## config.mk

```make
export PLATFORM = sky130hd
export DESIGN_NAME = nixie_tube_shift_driver
export DESIGN_NICKNAME = d
export VERILOG_FILES = /design/src/hdl/ntsd_pkg.sv /design/src/hdl/ntsd_front.sv /design/src/hdl/ntsd_queue.sv /design/src/hdl/ntsd_shift.sv /design/src/hdl/nixie_tube_shift_driver.sv
export SDC_FILE = /design/constraint.sdc
export NUM_CORES = 1
export LEC_CHECK = 0
export ABC_AREA = 0
export ABC_CLOCK_PERIOD_IN_PS = 6450
export BUFFER_PORTS_ARGS = -buffer_cell sky130_fd_sc_hd__clkbuf_2
export CAP_MARGIN = 0
export CORE_MARGIN = 4
export CORE_UTILIZATION = 29
export CTS_CLUSTER_DIAMETER = 50
export DETAILED_ROUTE_END_ITERATION = 8
export PLACE_DENSITY = 0.43
export REMOVE_ABC_BUFFERS = 1
export SYNTH_ARGS = -nofsm -noshare
export SYNTH_HDL_FRONTEND = slang
export SYNTH_HIERARCHICAL = 1
export SYNTH_SLANG_ARGS = --single-unit
```

## constraint.sdc

```tcl
create_clock -name aclk -period 6.45 [get_ports aclk]
set_input_delay 1.29 -clock aclk [delete_from_list [all_inputs] [get_ports aclk]]
set_output_delay 1.29 -clock aclk [all_outputs]
set_load 0.02 [all_outputs]
```

## src/hdl/ntsd_pkg.sv

```systemverilog
// Types, constants and digit helpers for the nixie tube shift driver.
package ntsd_pkg;

    localparam int WORD_BITS       = 64;
    localparam int TUBE_COUNT      = 6;
    localparam int DIGIT_COUNT     = 10;
    localparam int DOT_COUNT       = 4;
    localparam int BIT_IDX_W       = $clog2(WORD_BITS);
    localparam int QUEUE_DEPTH_DEF = 2;

    typedef logic [WORD_BITS-1:0] word_t;
    typedef logic [BIT_IDX_W-1:0] bit_idx_t;
    typedef logic [3:0]           digit_t;

    localparam logic REQ_TIME = 1'b0;
    localparam logic REQ_RAW  = 1'b1;
    localparam logic FMT_12H  = 1'b0;
    localparam logic FMT_24H  = 1'b1;

    localparam bit_idx_t BIT_IDX_MAX = bit_idx_t'(WORD_BITS - 1);

    // Cathode map per tube: word bit lit is BIT_IDX_MAX - entry.
    localparam bit_idx_t CATHODE_MAP [TUBE_COUNT][DIGIT_COUNT] = '{
        '{6'd7,  6'd6,  6'd5,  6'd4,  6'd3,  6'd2,  6'd1,  6'd0,  6'd15, 6'd14},
        '{6'd13, 6'd12, 6'd11, 6'd10, 6'd9,  6'd8,  6'd23, 6'd22, 6'd21, 6'd20},
        '{6'd17, 6'd16, 6'd31, 6'd30, 6'd29, 6'd28, 6'd27, 6'd26, 6'd25, 6'd24},
        '{6'd39, 6'd38, 6'd37, 6'd36, 6'd35, 6'd34, 6'd33, 6'd32, 6'd47, 6'd46},
        '{6'd43, 6'd42, 6'd41, 6'd40, 6'd55, 6'd54, 6'd53, 6'd52, 6'd51, 6'd50},
        '{6'd49, 6'd48, 6'd63, 6'd62, 6'd61, 6'd60, 6'd59, 6'd58, 6'd57, 6'd56}
    };

    // Separator dots, direct word bit positions.
    localparam bit_idx_t DOT_BITS [DOT_COUNT] = '{6'd18, 6'd19, 6'd44, 6'd45};

    localparam logic [4:0] HOURS_12 = 5'd12;
    localparam logic [4:0] HOURS_24 = 5'd24;

    typedef struct packed {
        logic       req_type;
        logic [4:0] hour_value;
        logic [5:0] minute_value;
        logic [5:0] second_value;
        logic [3:0] digit_hour_tens;
        logic [3:0] digit_hour_units;
        logic [3:0] digit_minute_tens;
        logic [3:0] digit_minute_units;
        logic [3:0] digit_second_tens;
        logic [3:0] digit_second_units;
        logic       dots_on;
    } in_item_t;

    typedef struct packed {
        logic serial_bit;
        logic last_bit;
    } out_item_t;

    typedef struct packed {
        digit_t tens;
        digit_t units;
    } digit_pair_t;

    // Tens/units of a value below 64: six threshold compares.
    function automatic digit_pair_t split_digits(input logic [5:0] v);
        digit_pair_t r;
        logic [5:0]  base;
        r.tens = '0;
        base   = '0;
        for (int i = 1; i <= 6; i++) begin
            if (v >= 6'(10 * i)) begin
                r.tens = digit_t'(i);
                base   = 6'(10 * i);
            end
        end
        r.units = digit_t'(v - base);
        return r;
    endfunction

    // 12-hour reduction: modulo 12, zero shown as 12.
    function automatic logic [4:0] hour_12(input logic [4:0] h);
        logic [4:0] r;
        if (h >= HOURS_24) begin
            r = h - HOURS_24;
        end else if (h >= HOURS_12) begin
            r = h - HOURS_12;
        end else begin
            r = h;
        end
        if (r == '0) begin
            r = HOURS_12;
        end
        return r;
    endfunction

    // One-hot cathode bit for a tube; blank for digits of 10 and up.
    function automatic word_t digit_mask(input logic [$clog2(TUBE_COUNT)-1:0] tube,
                                         input digit_t d);
        word_t m;
        m = '0;
        if (d < digit_t'(DIGIT_COUNT)) begin
            m[BIT_IDX_MAX - CATHODE_MAP[tube][d]] = 1'b1;
        end
        return m;
    endfunction

endpackage

```

## src/hdl/ntsd_front.sv

```systemverilog
// Front end: register port, item decode and cathode word build.
module ntsd_front (
    input  logic              aclk,
    input  logic              aresetn,
    input  logic              cfg_valid,
    output logic              cfg_ready,
    input  logic              cfg_data,
    input  logic              s_valid,
    output logic              s_ready,
    input  ntsd_pkg::in_item_t s_data,
    output logic              word_valid,
    input  logic              word_ready,
    output ntsd_pkg::word_t   word_data
);
    import ntsd_pkg::*;

    logic        time_format_reg;
    logic        time_format_next;
    logic        valid_reg;
    logic        valid_next;
    word_t       word_reg;
    word_t       word_next;
    logic        s_accept;
    logic [4:0]  hour_shown;
    digit_pair_t hour_d;
    digit_pair_t min_d;
    digit_pair_t sec_d;
    digit_t      digits [TUBE_COUNT];
    logic        dots;
    word_t       built;

    assign cfg_ready = 1'b1;
    assign s_ready   = !valid_reg || word_ready;
    assign s_accept  = s_valid && s_ready;

    assign word_valid = valid_reg;
    assign word_data  = word_reg;

    always_comb begin
        hour_shown = (time_format_reg == FMT_12H) ? hour_12(s_data.hour_value)
                                                  : s_data.hour_value;
        hour_d = split_digits({1'b0, hour_shown});
        min_d  = split_digits(s_data.minute_value);
        sec_d  = split_digits(s_data.second_value);
        if (s_data.req_type == REQ_TIME) begin
            digits[0] = hour_d.tens;
            digits[1] = hour_d.units;
            digits[2] = min_d.tens;
            digits[3] = min_d.units;
            digits[4] = sec_d.tens;
            digits[5] = sec_d.units;
            dots      = !s_data.second_value[0];
        end else begin
            digits[0] = s_data.digit_hour_tens;
            digits[1] = s_data.digit_hour_units;
            digits[2] = s_data.digit_minute_tens;
            digits[3] = s_data.digit_minute_units;
            digits[4] = s_data.digit_second_tens;
            digits[5] = s_data.digit_second_units;
            dots      = s_data.dots_on;
        end
        built = '0;
        for (int t = 0; t < TUBE_COUNT; t++) begin
            built = built | digit_mask(3'(t), digits[t]);
        end
        if (dots) begin
            for (int k = 0; k < DOT_COUNT; k++) begin
                built[DOT_BITS[k]] = 1'b1;
            end
        end
    end

    always_comb begin
        time_format_next = (cfg_valid && cfg_ready) ? cfg_data : time_format_reg;
        valid_next       = s_accept || (valid_reg && !word_ready);
        word_next        = s_accept ? built : word_reg;
    end

    always_ff @(posedge aclk) begin
        if (!aresetn) begin
            time_format_reg <= FMT_24H;
            valid_reg       <= 1'b0;
        end else begin
            time_format_reg <= time_format_next;
            valid_reg       <= valid_next;
        end
        word_reg <= word_next;
    end

endmodule

```

## src/hdl/ntsd_queue.sv

```systemverilog
// Small word queue between the front end and the serializer.
module ntsd_queue #(
    parameter int DEPTH = ntsd_pkg::QUEUE_DEPTH_DEF,
    parameter int WIDTH = ntsd_pkg::WORD_BITS
) (
    input  logic             aclk,
    input  logic             aresetn,
    input  logic             push_valid,
    output logic             push_ready,
    input  logic [WIDTH-1:0] push_data,
    output logic             pop_valid,
    input  logic             pop_ready,
    output logic [WIDTH-1:0] pop_data
);
    import ntsd_pkg::*;

    localparam int PTR_W = $clog2(DEPTH);
    localparam int CNT_W = $clog2(DEPTH + 1);

    logic [WIDTH-1:0] mem_reg [DEPTH];
    logic [PTR_W-1:0] wr_ptr_reg;
    logic [PTR_W-1:0] wr_ptr_next;
    logic [PTR_W-1:0] rd_ptr_reg;
    logic [PTR_W-1:0] rd_ptr_next;
    logic [CNT_W-1:0] count_reg;
    logic [CNT_W-1:0] count_next;
    logic             do_push;
    logic             do_pop;

    assign push_ready = count_reg != CNT_W'(DEPTH);
    assign pop_valid  = count_reg != '0;
    assign pop_data   = mem_reg[rd_ptr_reg];
    assign do_push    = push_valid && push_ready;
    assign do_pop     = pop_valid && pop_ready;

    always_comb begin
        wr_ptr_next = wr_ptr_reg;
        rd_ptr_next = rd_ptr_reg;
        if (do_push) begin
            wr_ptr_next = (wr_ptr_reg == PTR_W'(DEPTH - 1)) ? '0 : wr_ptr_reg + 1'b1;
        end
        if (do_pop) begin
            rd_ptr_next = (rd_ptr_reg == PTR_W'(DEPTH - 1)) ? '0 : rd_ptr_reg + 1'b1;
        end
        count_next = count_reg;
        if (do_push && !do_pop) begin
            count_next = count_reg + 1'b1;
        end else if (do_pop && !do_push) begin
            count_next = count_reg - 1'b1;
        end
    end

    always_ff @(posedge aclk) begin
        if (!aresetn) begin
            wr_ptr_reg <= '0;
            rd_ptr_reg <= '0;
            count_reg  <= '0;
        end else begin
            wr_ptr_reg <= wr_ptr_next;
            rd_ptr_reg <= rd_ptr_next;
            count_reg  <= count_next;
        end
        if (do_push) begin
            mem_reg[wr_ptr_reg] <= push_data;
        end
    end

endmodule

```

## src/hdl/ntsd_shift.sv

```systemverilog
// Back end: shifts each cathode word out MSB first, marks the last bit.
module ntsd_shift (
    input  logic               aclk,
    input  logic               aresetn,
    input  logic               word_valid,
    output logic               word_ready,
    input  ntsd_pkg::word_t    word_data,
    output logic               m_valid,
    input  logic               m_ready,
    output ntsd_pkg::out_item_t m_data
);
    import ntsd_pkg::*;

    word_t    shift_reg;
    word_t    shift_next;
    bit_idx_t cnt_reg;
    bit_idx_t cnt_next;
    logic     busy_reg;
    logic     busy_next;
    logic     at_last;
    logic     load;

    assign at_last    = cnt_reg == BIT_IDX_MAX;
    assign word_ready = !busy_reg || (m_ready && at_last);
    assign load       = word_valid && word_ready;

    assign m_valid           = busy_reg;
    assign m_data.serial_bit = shift_reg[WORD_BITS-1];
    assign m_data.last_bit   = at_last;

    always_comb begin
        shift_next = shift_reg;
        cnt_next   = cnt_reg;
        busy_next  = busy_reg;
        if (load) begin
            shift_next = word_data;
            cnt_next   = '0;
            busy_next  = 1'b1;
        end else if (busy_reg && m_ready) begin
            if (at_last) begin
                busy_next = 1'b0;
            end else begin
                shift_next = {shift_reg[WORD_BITS-2:0], 1'b0};
                cnt_next   = cnt_reg + 1'b1;
            end
        end
    end

    always_ff @(posedge aclk) begin
        if (!aresetn) begin
            busy_reg <= 1'b0;
            cnt_reg  <= '0;
        end else begin
            busy_reg <= busy_next;
            cnt_reg  <= cnt_next;
        end
        shift_reg <= shift_next;
    end

endmodule

```

## src/hdl/nixie_tube_shift_driver.sv

```systemverilog
// Top level of the nixie tube shift driver.
// Each accepted input transaction builds one 64-bit cathode word for six tubes
// (hour, minute, second tens/units) and produces 64 output transactions, word
// bit 63 first, with last_bit set on the 64th so the latch can pulse after it.
// Time mode (req_type 0) splits hour/minute/second into digits and lights the
// dots on even seconds; with time_format 0 the hour shows in 12-hour form (0
// as 12). Raw mode (req_type 1) takes six digits and dots_on directly; a digit
// of 10..15 blanks its tube. time_format resets to 1 (24-hour) and is written
// through the cfg channel, which is always ready; write it only when idle.
// Rate: the serial output gives one bit per cycle while m_ready is high.
// Words of consecutive items follow with no gap cycles: while a word shifts
// out, the next item is decoded and held in a queue of QUEUE_DEPTH words. The
// first bit of an item is offered once its word has passed the front-end register
// and the queue and has loaded into the shift register. No clearing pass after reset.
module nixie_tube_shift_driver #(
    parameter int QUEUE_DEPTH = ntsd_pkg::QUEUE_DEPTH_DEF
) (
    input  logic                aclk,
    input  logic                aresetn,
    // register write channel
    input  logic                cfg_valid,
    output logic                cfg_ready,
    input  logic                cfg_data,
    // input items
    input  logic                s_valid,
    output logic                s_ready,
    input  ntsd_pkg::in_item_t  s_data,
    // serial bits
    output logic                m_valid,
    input  logic                m_ready,
    output ntsd_pkg::out_item_t m_data
);
    import ntsd_pkg::*;

    // front end -> queue
    logic  fw_valid;
    logic  fw_ready;
    word_t fw_data;
    // queue -> serializer
    logic  bw_valid;
    logic  bw_ready;
    word_t bw_data;

    // Decode and word build, one registered stage.
    ntsd_front u_front (
        .aclk       (aclk),
        .aresetn    (aresetn),
        .cfg_valid  (cfg_valid),
        .cfg_ready  (cfg_ready),
        .cfg_data   (cfg_data),
        .s_valid    (s_valid),
        .s_ready    (s_ready),
        .s_data     (s_data),
        .word_valid (fw_valid),
        .word_ready (fw_ready),
        .word_data  (fw_data)
    );

    // Decouples the decode from the bit-serial shift-out.
    ntsd_queue #(
        .DEPTH (QUEUE_DEPTH),
        .WIDTH (WORD_BITS)
    ) u_queue (
        .aclk       (aclk),
        .aresetn    (aresetn),
        .push_valid (fw_valid),
        .push_ready (fw_ready),
        .push_data  (fw_data),
        .pop_valid  (bw_valid),
        .pop_ready  (bw_ready),
        .pop_data   (bw_data)
    );

    // Shift register drives the output directly; next word loads on the
    // same edge the last bit is taken.
    ntsd_shift u_shift (
        .aclk       (aclk),
        .aresetn    (aresetn),
        .word_valid (bw_valid),
        .word_ready (bw_ready),
        .word_data  (bw_data),
        .m_valid    (m_valid),
        .m_ready    (m_ready),
        .m_data     (m_data)
    );

endmodule

```

* After elaboration in Yosys (flattened, before gate mapping)
Memories as Yosys holds them, arrays and structs flattened. A register that Yosys moved wholly into a read port is not among the register bits.
Cells that the tools add are included.
** Word-level totals
- Word-level logic and storage cells :: 211
- Memory bits (read-only) :: 576
- Input bits :: 49
- Memories :: 7
- Flip-flop bits (word level) :: 141
- Memory bits (writable) :: 128
- Output and inout bits :: 5
** Memory list
- u_queue.mem_reg :: depth 2, bits a word 64, read ports 1, clocked after Yosys merged registers in 1, write ports 1, line ntsd_queue.sv:20 : logic [WIDTH-1:0] mem_reg [DEPTH];
- (no name shown) :: depth 16, bits a word 6, read ports 1, clocked after Yosys merged registers in 0, write ports 0, line ntsd_pkg.sv:100 : m[BIT_IDX_MAX - CATHODE_MAP[tube][d]] = 1'b1;
- (no name shown) :: depth 16, bits a word 6, read ports 1, clocked after Yosys merged registers in 0, write ports 0, line ntsd_pkg.sv:100
- (no name shown) :: depth 16, bits a word 6, read ports 1, clocked after Yosys merged registers in 0, write ports 0, line ntsd_pkg.sv:100
- (no name shown) :: depth 16, bits a word 6, read ports 1, clocked after Yosys merged registers in 0, write ports 0, line ntsd_pkg.sv:100
- (no name shown) :: depth 16, bits a word 6, read ports 1, clocked after Yosys merged registers in 0, write ports 0, line ntsd_pkg.sv:100
- 1 more memories
** Cells by class
- Order comparisons :: 44
- Bitwise operators :: 13
- Equal/unequal tests :: 3
- Reduce and logical (&&, ||, !) cells :: 32
- $add $sub $neg :: 16
- Multiplexer cells :: 86
** Operator list (number)
- 2-to-1 mux 64 bit :: 9
- OR 64 bit :: 5
- 2-to-1 mux 4 bit :: 22
- 2-to-1 mux 6 bit :: 12
- greater-or-equal comparator 5 bit (second input constant) :: 9
- less-than comparator 6 x 7 -> 1 bit (second input constant) :: 6
- demux 1 bit (select 6 bit) :: 6
- greater-or-equal comparator 6 x 1 -> 1 bit (second input constant) :: 6
- greater-or-equal comparator 6 bit (second input constant) :: 6
- subtractor 6 bit (first input constant) :: 6
- inverter 4 -> 5 bit :: 6
- greater-or-equal comparator 6 x 5 -> 1 bit (second input constant) :: 4
- less-than comparator 4 bit (second input constant) :: 6
- 2-to-1 mux 24 bit :: 1
- 2-to-1 mux 5 bit :: 4
- 2-to-1 mux 1 bit :: 19
- greater-or-equal comparator 5 x 6 -> 1 bit (second input constant) :: 3
- 2-to-1 mux 3 bit :: 6
- logical AND 1 bit :: 14
- 2-to-1 mux 2 bit :: 7
- greater-or-equal comparator 6 x 4 -> 1 bit (second input constant) :: 2
- subtractor 4 bit :: 3
- greater-or-equal comparator 5 x 4 -> 1 bit (second input constant) :: 2
- nonzero test 2 bit :: 4
- other kinds (14) :: 26

* Depth between registers and ports, before layout
- Depth after elaboration :: 30
- Depth in mapped cells :: 19
- Gate-level depth less buffers :: 18

* By module
The synthesis kept the hierarchy.
** By module, submodules not included
- ntsd_queue :: cells an instance 223, instances 1, seq. area each 3943.8 µm², area an instance 4857.2 µm²
- ntsd_front :: cells an instance 367, instances 1, seq. area each 1961.9 µm², area an instance 3898.7 µm²
- ntsd_shift :: cells an instance 181, instances 1, seq. area each 2062.0 µm², area an instance 3088.0 µm²

* Worst setup path before layout
Ideal clock, no wire load.
- Kind :: input port to flip-flop
- From :: input m_ready
- To :: register u_shift.shift_reg[0], enable pin
- Arrival time :: 4439 ps
- Buffers on the path :: 0
- Cell stages on the path :: 2
- Data required time :: 5943 ps
- Slack :: 1504 ps
- Library setup time :: 507 ps
- Cell sequence :: nor2b_1 -> a21oi_1
** On the way
- Longest elaborated chain between the ends :: 5
- Elaborated cells between the ends (all ways) :: 7
- Those cells by class :: eq/ne (1); reduce/logical (6)
** RTL lines
- from (decl) :: line nixie_tube_shift_driver.sv:30 : input logic m_ready,
- logical AND 1 bit :: line ntsd_shift.sv:24 : assign word_ready = !busy_reg || (m_ready && at_last);
- logical OR 1 bit :: line ntsd_shift.sv:24
- logical AND 1 bit :: line ntsd_shift.sv:25 : assign load = word_valid && word_ready;
- != test 2 bit (no line) / nonzero test 2 bit (equally long branches)
- AND reduction 2 bit (no line) (*)
- to (signal assigned) :: line ntsd_shift.sv:57 : shift_reg <= shift_next;
- to (decl) :: line ntsd_shift.sv:14 : word_t shift_reg;
Every way passes the cells marked *; elsewhere a longest branch is shown, timed or not.
A chain may end at the register's enable or synchronous reset.

* Worst setup path in the final report
- From :: input s_data[39] in the netlist's numbering
- To :: register u_front.word_reg[42], in the netlist u_front/word_data[42], data pin
** On the way
- Longest elaborated chain between the ends :: 30
- Elaborated cells between the ends (all ways) :: 58
- Those cells by class :: add/sub (5); order compare (14); mux (27); bitwise (7); reduce/logical (3); memory (2)
** RTL lines
- from (decl) :: line nixie_tube_shift_driver.sv:27 : input ntsd_pkg::in_item_t s_data,
- subtractor 5 x 4 -> 5 bit / greater-or-equal comparator 5 x 4 -> 1 bit (equally long branches) :: line ntsd_pkg.sv:84, ntsd_pkg.sv:83
- 2-to-1 mux 5 bit :: line ntsd_pkg.sv:83 : end else if (h >= HOURS_12) begin
- 2-to-1 mux 5 bit :: line ntsd_pkg.sv:81 : if (h >= HOURS_24) begin
- zero test 5 bit :: line ntsd_pkg.sv:88 : if (r == '0) begin
- 2-to-1 mux 5 bit :: line ntsd_pkg.sv:88
- 2-to-1 mux 5 bit (*) :: line ntsd_front.sv:40 : hour_shown = (time_format_reg == FMT_12H) ? hour_12(s_data.hour_value)
- greater-or-equal comparator 5 x 4 -> 1 bit :: line ntsd_pkg.sv:69 : if (v >= 6'(10 * i)) begin
- 2-to-1 mux 4 bit (6 in a row) :: line ntsd_pkg.sv:69
- (+6 left out)
- subtractor 6 bit :: line ntsd_pkg.sv:100
- less-than comparator 6 x 7 -> 1 bit (implied by the code) / greater-or-equal comparator 6 x 1 -> 1 bit (equally long branches) :: line ntsd_pkg.sv:100
- logical AND 1 bit (implied by the code) :: line ntsd_pkg.sv:100
- 2-to-1 mux 1 bit (implied by the code) :: line ntsd_pkg.sv:100
- demux 1 bit (select 6 bit)
- 2-to-1 mux 64 bit :: line ntsd_pkg.sv:99 : if (d < digit_t'(DIGIT_COUNT)) begin
- OR 64 bit (*) (5 in a row) :: line ntsd_front.sv:64 : built = built | digit_mask(3'(t), digits[t]);
- via u_front.built[42] :: line ntsd_front.sv:30 : word_t built;
- to (signal assigned) :: line ntsd_front.sv:87 : word_reg <= word_next;
- to (decl) :: line ntsd_front.sv:21 : word_t word_reg;
Mark *: on every way through the listed nets, which the timed path passes. The rest lies on a longest branch. The select of a mux whose other input is x is not followed.

==> results by stage <==
Status:
- The flow ran to the end, and the final reports show no timing, DRC or antenna violations.

Power and ir drop:
- The switching part of the total power is between 20% and 30%.
- The proportion of power drawn by combinational gates is 20.6%.
- The analysis attributes to net switching a power of 1480 uW.
- The power share of the sequential group is between 40% and 50%.
- The internal power of the cells is approximately 4000 uW.
- For this design the static power due to leakage is between 0.004 and 0.005 uW.
- The worst vdd rail ir drop is 356 uV.
- The clock network accounts for between 30% and 40% of the total power.
- The total power per unit cell area is around 400 nW/um^2.

Final layout:
- At the end of the flow the core is filled with cells to 34.3%.
- The library cell used most frequently in the layout, excluding fill and tap cells, is edfxtp_1.
- From synthesis to final layout, the design area changed by 16.0%.
- The top cell types in the final layout, fill and taps aside, are 256 x edfxtp_1, 80 x mux2_2, 54 x nor2_1.
- The final layout contains 903 nets.
- The proportion of layout cells with a drive suffix above 1 is 25.2%.
- 0 antenna diodes ended up in the layout.
- The register with the most flip-flops in the layout has approximately 130 of them.

Route:
- The count of nets left with antenna violations once routing finished came out at 0.
- In the final routed layout, each cell accounts on average for approximately 17 microns.
- The post-route DRC violation count is 0.
- The final layout contains routed wiring with a total length of roughly 24,000 microns.
- Dividing the detail-routed via count by the number of cells gives 4.65.
- The first detailed-routing pass ran for 4 iterations.
- In this run, the number of DRC markers left after iteration 0 of detailed routing was between 300 and 400.
- The total number of vias is approximately 6.5k.

Setup path:
- The worst path arrival time is between 5 and 6 ns.
- The path depth of the worst reg2reg path is 14.
- The category of the worst setup path capture point is a flop.
- The worst setup path is launched from a primary input.
- The biggest fanout along the worst timing path is 8.
- The worst register-to-register path ends at u_front/word_data[42].
- The slack of the worst reg-to-reg path is roughly 3 ns.
- The worst path required time is ~6.8 ns.
- The critical path in this run is classified as in -> reg.
- The startpoint identified for the worst register-to-register timing path is u_front/time_format_reg.

STA:
- The max-slew violation total from the final report is 0.
- The final cycle utilization of the critical path is approximately three quarters.
- The shortest period the worst path allows is approximately 5 ns.
- Summed over all failing endpoints, the final setup total negative slack is 0 ns.
- The setup skew after layout is about 0.014 ns.
- Measured against its own limit, the worst slew margin works out to just under 30%.
- For the pin with the worst max-slew slack, the measured transition is 1.06 ns.
- The final count of hold timing violations is 0.
- Setup repair after global routing left no endpoint under its margin.
- Setup violations remaining at the end of the flow were counted as 0.
- The achievable frequency is between 0.2 and 0.25 GHz.

GRT:
- The number of global-route vias before repair is between 6k and 7k.
- The first global-routing pass estimated 38,400 microns of wire.
- The pin count of the biggest net entering global routing is 66.
- Global routing used between 10% and 20% of the available tracks.
- The peak-usage layer in the global routing report is met2.
- The residual overflow from global routing is 0.
- For met3 alone, demand over resource in global routing was under 10%.
- The number of antenna violations at the first check in global routing is 0.
- For met2 alone, demand over resource in global routing was between 10% and 20%.
- The global-route met1 utilization is roughly 16%.

Yosys:
- The count of different cell masters after synthesis is between 70 and 80.
- The number of enable flip-flop cells after synthesis is between 200 and 300.
- Of all flip-flops after synthesis, the portion carrying an async set or reset was 0%.
- Counting flops and latches in the post-synthesis netlist gives 270.
- Summing every instance area after synthesis gives 11,800 sq um.
- In the post-synthesis netlist, the biggest area contributors are edfxtp_1 65%, mux2_2 7.6%, mux2_1 4.7%.
- The largest area contributor in the synthesized netlist is edfxtp_1.
- The cell count after synthesis is just under 800.
- Summing the sequential cell areas from Yosys gives approximately 67% of the chip area.
- Among all flip-flop cells after synthesis, the most frequent one is edfxtp_1.
- In this run the biggest area consumer among cell types represents 64.9% of the synthesized area.
- Yosys printed 6 warnings.
- The mean area per synthesized cell is between 15 and 20 sq um.

Die:
- The starting density of the core is 29.5%.
- The initialized floorplan defines 73 standard-cell rows.
- Measured along the x axis, the die boundary spans ~210 microns.
- During I/O placement, the number of pins put on the boundary was 54.
- The total die area is 44,100 sq um.
- The core area is 40,100 sq um.
- The die boundary height is approximately 210 microns.

Min path:
- The type of the worst min-delay path is reg -> reg.
- Counting instances, the worst hold path has a depth of 0.
- The path with the worst hold slack has its endpoint at u_queue/mem_reg[0][28].
- The startpoint identified for the worst hold timing path is u_front/word_data[28].

Flow run:
- Max-cap violations in this run came to 0.

Clock network:
- The clock root buffer is clkbuf_16.
- The post-cts repair resize count is 0.
- The total CTS buffers is 35.
- The clock latency of the later-clocked register in the worst-skew pair is about 0.50 ns.
- The H-tree generated during clock tree synthesis spans 2 levels.
- The clock transition at the register clock pins on the worst setup and hold paths after CTS is roughly 0.060 ns.
- The clock tree buffer depth is 3.
- The total clock sinks is 270.
- In this run the post-CTS setup repair buffer count came out at 0.
- The number of buffers added to fix hold violations after cts is 0.
- The CTS tree is built.

Placed design:
- Routability-driven placement finished with a final weighted congestion of between 0.7 and 0.8.
- The HPWL after detailed placement is around 14,000 microns.
- The port buffer count is 52.
-- layout make-up --
| type | instances | area, sq um |
|---|---|---|
| fillers | 3868 | 26400 |
| multi-input cells | 451 | 3630 |
| well taps | 525 | 657 |
| flip-flops and latches | 270 | 7970 |
| clock buffers | 43 | 927 |
| repair buffers | 59 | 313 |
| inverters | 22 | 82.6 |
| clock inverters | 17 | 161 |
-- worst max-delay path by stage --
stage,startpoint,end,slack [ns],cells after the start
after floorplan,m_ready,u_shift/shift_reg[0],1.50,2
after global placement,s_data[39],u_front/word_data[43],1.04,19
after detailed placement,s_data[39],u_front/word_data[47],1.06,19
after CTS,s_data[39],u_front/word_data[42],1.58,19
after global routing,s_data[39],u_front/word_data[47],1.17,19
final,s_data[39],u_front/word_data[42],1.56,19
-- metrics by stage --
step	setup WS (ns)	std cells	cell area (sq um)	hold WS (ns)	power [uW]
floorplan	1.50	743	11700	0.421	3450
global placement	1.04	1327	12600	0.422	3810
detailed placement	1.06	1327	12600	0.430	3800
CTS	1.58	1387	13700	0.440	5660
global route	1.17	1387	13700	0.450	5870
finish	1.56	1387	13700	0.436	5540
-- power groups by stage --
stage | Sequential, uW | Clock [uW] | Combinational (uW)
after CTS | 2600 | 1880 | 1180
after floorplan | 2620 | 0 | 824
after global routing | 2630 | 1970 | 1280
final | 2590 | 1810 | 1140
after detailed placement | 2630 | 0 | 1170
after global placement | 2630 | 0 | 1170
-- logic make-up after synthesis --
group / share of synthesized area [%]
XOR/XNOR: 0.877
AND/OR/NAND/NOR: 7.93
flip-flops: 67.3
buffers and inverters: 2.31
AO/OA/AOI/OAI: 6.65
multiplexers: 13.1
adder cells (fa/ha/maj): 1.86
other: 0.0317
-- critical path, stage by stage --
cell and delay [ns]:
clkbuf_2 0.16, inv_1 0.14, ha_1 0.21, and4bb_1 0.31, or2_4 0.28, or3_1 0.34
a311oi_1 0.27, o21ai_1 0.11, mux2_4 0.33, inv_1 0.08, ha_1 0.14, inv_1 0.04
fa_1 0.42, nand2_1 0.12, nand2_1 0.07, ha_1 0.31, nand2b_1 0.18, and4_1 0.23
o31ai_1 0.20
-- synth_stat cells (6+ instances only) --
cell      number
nand3_1       11
mux2_2        80
o32ai_1        7
o21ai_0       21
buf_4         10
inv_1         21
clkbuf_1       8
edfxtp_1     256
a21o_1         7
a21oi_1       15
buf_6          6
xnor2_1        7
a31oi_1        7
mux2_1        49
or2_2          7
nand2_1       27
nor3_1        12
ha_1          12
dfxtp_1       14
mux2i_1        8
nor2_1        54
and2_1         9
nand2b_1      14
-- per-layer routing --
metal	routed length (microns)	share of wire [%]
met1	11700	49
met4	475	2.0
met5	0	0
met2	10800	45
met3	945	3.9
No activity file was read; power rests on OpenSTA's default activity.
